<file path="config.mk">
export PLATFORM = sky130hd
export DESIGN_NAME = iva_div
export DESIGN_NICKNAME = d
export VERILOG_FILES = /design/src/rtl/iva_pkg.sv /design/src/rtl/iva_div.sv
export SDC_FILE = /design/constraint.sdc
export NUM_CORES = 1
export LEC_CHECK = 0
export ABC_AREA = 0
export BUFFER_PORTS_ARGS = -buffer_cell sky130_fd_sc_hd__buf_2
export CORE_ASPECT_RATIO = 1.2
export CORE_MARGIN = 1.5
export CORE_UTILIZATION = 45
export DETAILED_ROUTE_END_ITERATION = 6
export PLACE_DENSITY = 0.65
export SLEW_MARGIN = 15
export SYNTH_ARGS = -nofsm -noshare
export SYNTH_HDL_FRONTEND = slang
export SYNTH_SLANG_ARGS = --single-unit
</file>
<file path="constraint.sdc">
create_clock -name clk_i -period 3.2 [get_ports clk_i]
set_input_delay 0 -clock clk_i [delete_from_list [all_inputs] [get_ports clk_i]]
set_output_delay 0 -clock clk_i [all_outputs]
set_load 0.02 [all_outputs]
</file>
<file path="src/rtl/iva_pkg.sv">
`timescale 1ns / 1ps
package iva_pkg;

  localparam logic [1:0] FUNC_LOAD   = 2'd0;
  localparam logic [1:0] FUNC_SITE   = 2'd1;
  localparam logic [1:0] FUNC_FINISH = 2'd2;

  localparam int unsigned SUM_W  = 56;
  localparam int unsigned CNT_W  = 24;
  localparam int unsigned VAL_W  = 32;
  localparam int unsigned LANES  = 4;

  localparam logic [CNT_W-1:0] CNT_MAX = {CNT_W{1'b1}};
  localparam logic [SUM_W-1:0] SUM_MAX = {1'b0, {(SUM_W-1){1'b1}}};
  localparam logic [SUM_W-1:0] SUM_MIN = {1'b1, {(SUM_W-1){1'b0}}};

  typedef enum logic [3:0] {
    ST_IDLE,
    ST_ACT_RD,
    ST_ACT_CHK,
    ST_UPD_RD,
    ST_UPD_CHK,
    ST_UPD_SUM,
    ST_FIN_RD,
    ST_FIN_SUM,
    ST_FIN_DIV,
    ST_FIN_OUT
  } state_e;

endpackage

</file>
<file path="src/rtl/iva_div.sv">
`timescale 1ns / 1ps
// radix-2 restoring divider, signed 56-bit by unsigned 24-bit, result clamped to 32 bits
module iva_div (
  input  logic                              clk_i,
  input  logic                              rst_ni,
  input  logic                              start_i,
  input  logic signed [iva_pkg::SUM_W-1:0]  dividend_i,
  input  logic        [iva_pkg::CNT_W-1:0]  divisor_i,
  output logic                              busy_o,
  output logic                              done_o,
  output logic signed [iva_pkg::VAL_W-1:0]  quot_o
);

  localparam int unsigned SW = iva_pkg::SUM_W;
  localparam int unsigned CW = iva_pkg::CNT_W;
  localparam logic [5:0] LAST_STEP = 6'(SW - 1);

  logic          busy_q, busy_d;
  logic          done_q, done_d;
  logic [5:0]    step_q, step_d;
  logic [CW-1:0] rem_q, rem_d;
  logic [CW-1:0] div_q, div_d;
  logic [SW-1:0] quo_q, quo_d;
  logic          neg_q, neg_d;
  logic [CW:0]   rem_sh;

  always_comb begin
    busy_d = busy_q;
    done_d = 1'b0;
    step_d = step_q;
    rem_d  = rem_q;
    div_d  = div_q;
    quo_d  = quo_q;
    neg_d  = neg_q;
    rem_sh = {rem_q, quo_q[SW-1]};
    if (start_i) begin
      busy_d = 1'b1;
      step_d = '0;
      rem_d  = '0;
      div_d  = divisor_i;
      neg_d  = dividend_i[SW-1];
      quo_d  = dividend_i[SW-1] ? SW'(-dividend_i) : SW'(dividend_i);
    end else if (busy_q) begin
      if (rem_sh >= {1'b0, div_q}) begin
        rem_d = CW'(rem_sh - {1'b0, div_q});
        quo_d = {quo_q[SW-2:0], 1'b1};
      end else begin
        rem_d = rem_sh[CW-1:0];
        quo_d = {quo_q[SW-2:0], 1'b0};
      end
      step_d = step_q + 6'd1;
      if (step_q == LAST_STEP) begin
        busy_d = 1'b0;
        done_d = 1'b1;
      end
    end
  end

  always_ff @(posedge clk_i or negedge rst_ni) begin
    if (!rst_ni) begin
      busy_q <= 1'b0;
      done_q <= 1'b0;
      step_q <= '0;
    end else begin
      busy_q <= busy_d;
      done_q <= done_d;
      step_q <= step_d;
    end
  end

  always_ff @(posedge clk_i) begin
    rem_q <= rem_d;
    div_q <= div_d;
    quo_q <= quo_d;
    neg_q <= neg_d;
  end

  always_comb begin
    if (!neg_q) begin
      quot_o = (quo_q > SW'(32'h7FFF_FFFF)) ? 32'sh7FFF_FFFF : $signed(quo_q[31:0]);
    end else begin
      quot_o = (quo_q > SW'(32'h8000_0000)) ? $signed(32'h8000_0000)
                                             : $signed(-quo_q[31:0]);
    end
  end

  assign busy_o = busy_q;
  assign done_o = done_q;

endmodule

</file>
==> flow_metrics.py <==
metrics = {
    "grt": {
        "grtUsageTotal_pct": 23.00,
        "grt_pass1_vias": 7158,
        "grt-ovfl-total": 0,
        "grt_pass1_wl_microns": 34950,
        "grt_max_degree": 67,
        "antenna_found_initial": 0,
    },
    "sta": {
        "whs_ps": 10.36,
        "tightest_slew_ps": 1108,
        "fin_ws_ps": -64.30,
        "finalHoldViolCount": 0,
        "period_share_pct": 102.0,
        "period_needed_ps": 3264,
        "slew_violations": 0,
        "finalSetupViolCount": 12,
        "fmax_mhz": 306.3,
        "final.setup.tns_ps": -268.5,
        "skew_ps": 10.85,
        "rsz0062_at_grt": "yes",
        "slew_headroom_pct": 26.13,
    },
    "power": {
        "p_total_mw": 6.426,
        "p_per_area_nw_per_um2": 601.1,
        "p_leak_nw": 4.385,
        "vdd_ir_drop_max_mv": 0.4699,
    },
    "route": {
        "vias": 7662,
        "vias_per_cell": 5.757,
        "routed_wl_microns": 22270,
        "wl_per_cell_microns": 16.73,
        "ant_nets": 0,
        "first_pass_iters": 5,
        "drc": 0,
        "drt_iter0_drc": 544,
    },
    "clock_tree": {
        "path_clk_slew_ps": 60,
        "cts_buffers": 17,
        "cts_buffer_depth": 2,
        "h-tree-depth": 4,
        "cts_sinks": 113,
        "cts_tree": "built",
        "insertion_delay_ps": 430,
        "cts-root-buf": "clkbuf_16",
    },
    "flow_run": {
        "max_cap_violations": 0,
    },
    "synth": {
        "yosys_warnings": 0,
        "synth_top_cell_area_share_pct": 30.08,
        "syn_nets": 1030,
        "synth.distinct_cells": 71,
        "synth_seq_cells": 113,
        "yosysSeqAreaShare_pct": 38.50,
        "async_reset_ff_share_pct": 7.080,
        "avgSynthCellArea_sq_um": 8.799,
        "yosys-top-cells-area": "edfxtp_1 (30%), xor2_1 (6.5%), dfxtp_1 (5.9%)",
        "syn_area_sq_um": 8087,
        "synth_top_flop_cell": "edfxtp_1",
        "yosysTopAreaCell": "edfxtp_1",
        "syn_inst": 919,
        "synth-edff-count": 81,
    },
    "run_status": {
        "violations": "setup timing",
        "status": "finished, violations left",
    },
    "hold_path": {
        "min_to": "quo_q[48]",
        "min_path_type": "in2reg",
        "worstHoldStart": "dividend_i[48]",
        "whs_path_depth": 3,
    },
    "final_layout": {
        "fin_cells": 1331,
        "final_util_pct": 60.84,
        "fin_area_sq_um": 10690,
        "drive_gt1_share_pct": 23.94,
        "area_growth_pct": 32.21,
        "antennaDiodeCount": 0,
        "fin_nets": 1209,
        "n_fill_cell": 1499,
    },
    "setup_path": {
        "required_ps": 3200,
        "critPathMaxStageDelay_ps": 480,
        "r2r_end": "rem_q[1]",
        "critPathLaunchType": "register",
        "arrival_ps": 3260,
        "path_class": "reg2out",
        "endpoint_kind": "output port",
        "worstPathMaxFanout": 6,
        "reg2reg_setup_slack_ps": 210,
        "slowest_stage": "or4_4",
        "r2r_start": "div_q[1]",
        "rr_worst_depth": 11,
        "path_cells": "nor4_4, nand3b_1, or4_4, o31ai_4, nand3_4, buf_6, o311ai_1, buf_2",
    },
    "die": {
        "core_area_sq_um": 17570,
        "initial_core_util_pct": 46.02,
        "die_h_microns": 149.8,
        "ios": 117,
        "dieArea_sq_um": 18790,
        "rows": 53,
        "die_w_microns": 125.4,
    },
    "placement": {
        "hpwl_microns": 14900,
        "gp_congestion": 0.9161,
        "preCtsSetupSlack_ps": 208.4,
        "post-place-cells": 1229,
        "port-buffer-count": 116,
        "place_area_sq_um": 8934,
    },
}
[state kept, by name, indices dropped and copies added, names as in the netlist]
name,count
div_q,24
rem_q,24
busy_o,1
quo_q,56
done_o,1
step_q,6
neg_q,1
[power breakdown]
part | internal, mW | total, mW | switching [mW] | leakage (nW)
logic | 1.12 | 2.43 | 1.32 | 2.99
clock network | 1.15 | 1.90 | 0.744 | 0.277
registers | 1.86 | 2.10 | 0.240 | 1.12
[critical path, delay by kind of cell, from the launching register on]
family	cells	cell delay (ps)
simple gates	4	1270
buf+inv	2	450
compound gates	2	680
flops	1	440
[synth_stat cells, drive strengths merged (9+ instances only)]
master	number
clkbuf	38
xnor2	18
mux2i	24
o41ai	10
dfxtp	24
edfxtp	81
nor4	17
nor2	111
buf	13
a21o	10
a211oi	19
o21ai	57
nand3	19
o31ai	20
nand2	70
or4	9
o311ai	20
a21oi	81
nor3	28
inv	45
xor2	60
nand4	15
or3	14
ha	27
[logic make-up (layout without fill, tap and decap cells)]
family	Yosys count	after routing	synth area share, %
multiplexers	25	25	3.110
AND/OR/NAND/NOR	325	325	20.22
buffers and inverters	97	289	4.735
adder cells (fa/ha/maj)	28	28	4.425
flip-flops	113	113	38.50
AO/OA/AOI/OAI	253	253	20.56
XOR/XNOR	78	78	8.448
[metal layers]
metal  track usage (%)  up-vias  wire [microns]
li1                  -     3762               -
met1             28.24     3614            9418
met2             40.90      236           11310
met3             4.147       50            1152
met4             7.443        0             397
met5                 0        -               0
[timing repair]
item / in CTS / in global routing
buffers inserted: 11 / 5
pin swaps: 5 / 17
gates cloned: 0 / 2
endpoints found under the hold margin: 60 / 0
endpoints found under the setup margin: 27 / 31
gates resized for setup: 18 / 84
hold buffers: 54 / 0
[worst max-delay path by stage]
stage | startpoint | to | slack, ps | cells past startpoint
6_report | quo_q[20] | quot_o[6] | -60 | 8
5_1_grt | quo_q[20] | quot_o[13] | -140 | 10
4_1_cts | quo_q[1] | quot_o[2] | -0.8 | 10
3_5_place_dp | div_q[1] | rem_q[1] | 210 | 11
3_3_place_gp | div_q[1] | rem_q[1] | 290 | 11
2_1_floorplan | quo_q[1] | quot_o[12] | 350 | 9
[final cells by class]
cell class | count | area, sq um | share of cell area [%]
inverters | 46 | 172.7 | 1.615
clock inverters | 15 | 157.7 | 1.475
well taps | 220 | 275.3 | 2.575
multi-input cells | 709 | 4994 | 46.71
clock buffers | 17 | 425.4 | 3.979
flip-flops and latches | 113 | 3113 | 29.12
repair buffers | 211 | 1554 | 14.53
[cells in the final DEF, fill, tap and decap left out, types with 26 or more instances in the layout]
master / Yosys / routed
nand2_1: 69 / 68
buf_4: 1 / 49
nor2_1: 109 / 109
xor2_1: 60 / 60
inv_1: 45 / 42
o21ai_0: 39 / 36
buf_2: 6 / 94
dlygate4sd3_1: 0 / 54
a21oi_1: 81 / 79
edfxtp_1: 81 / 81
ha_1: 27 / 26
Power figures use the tool's default switching activity.
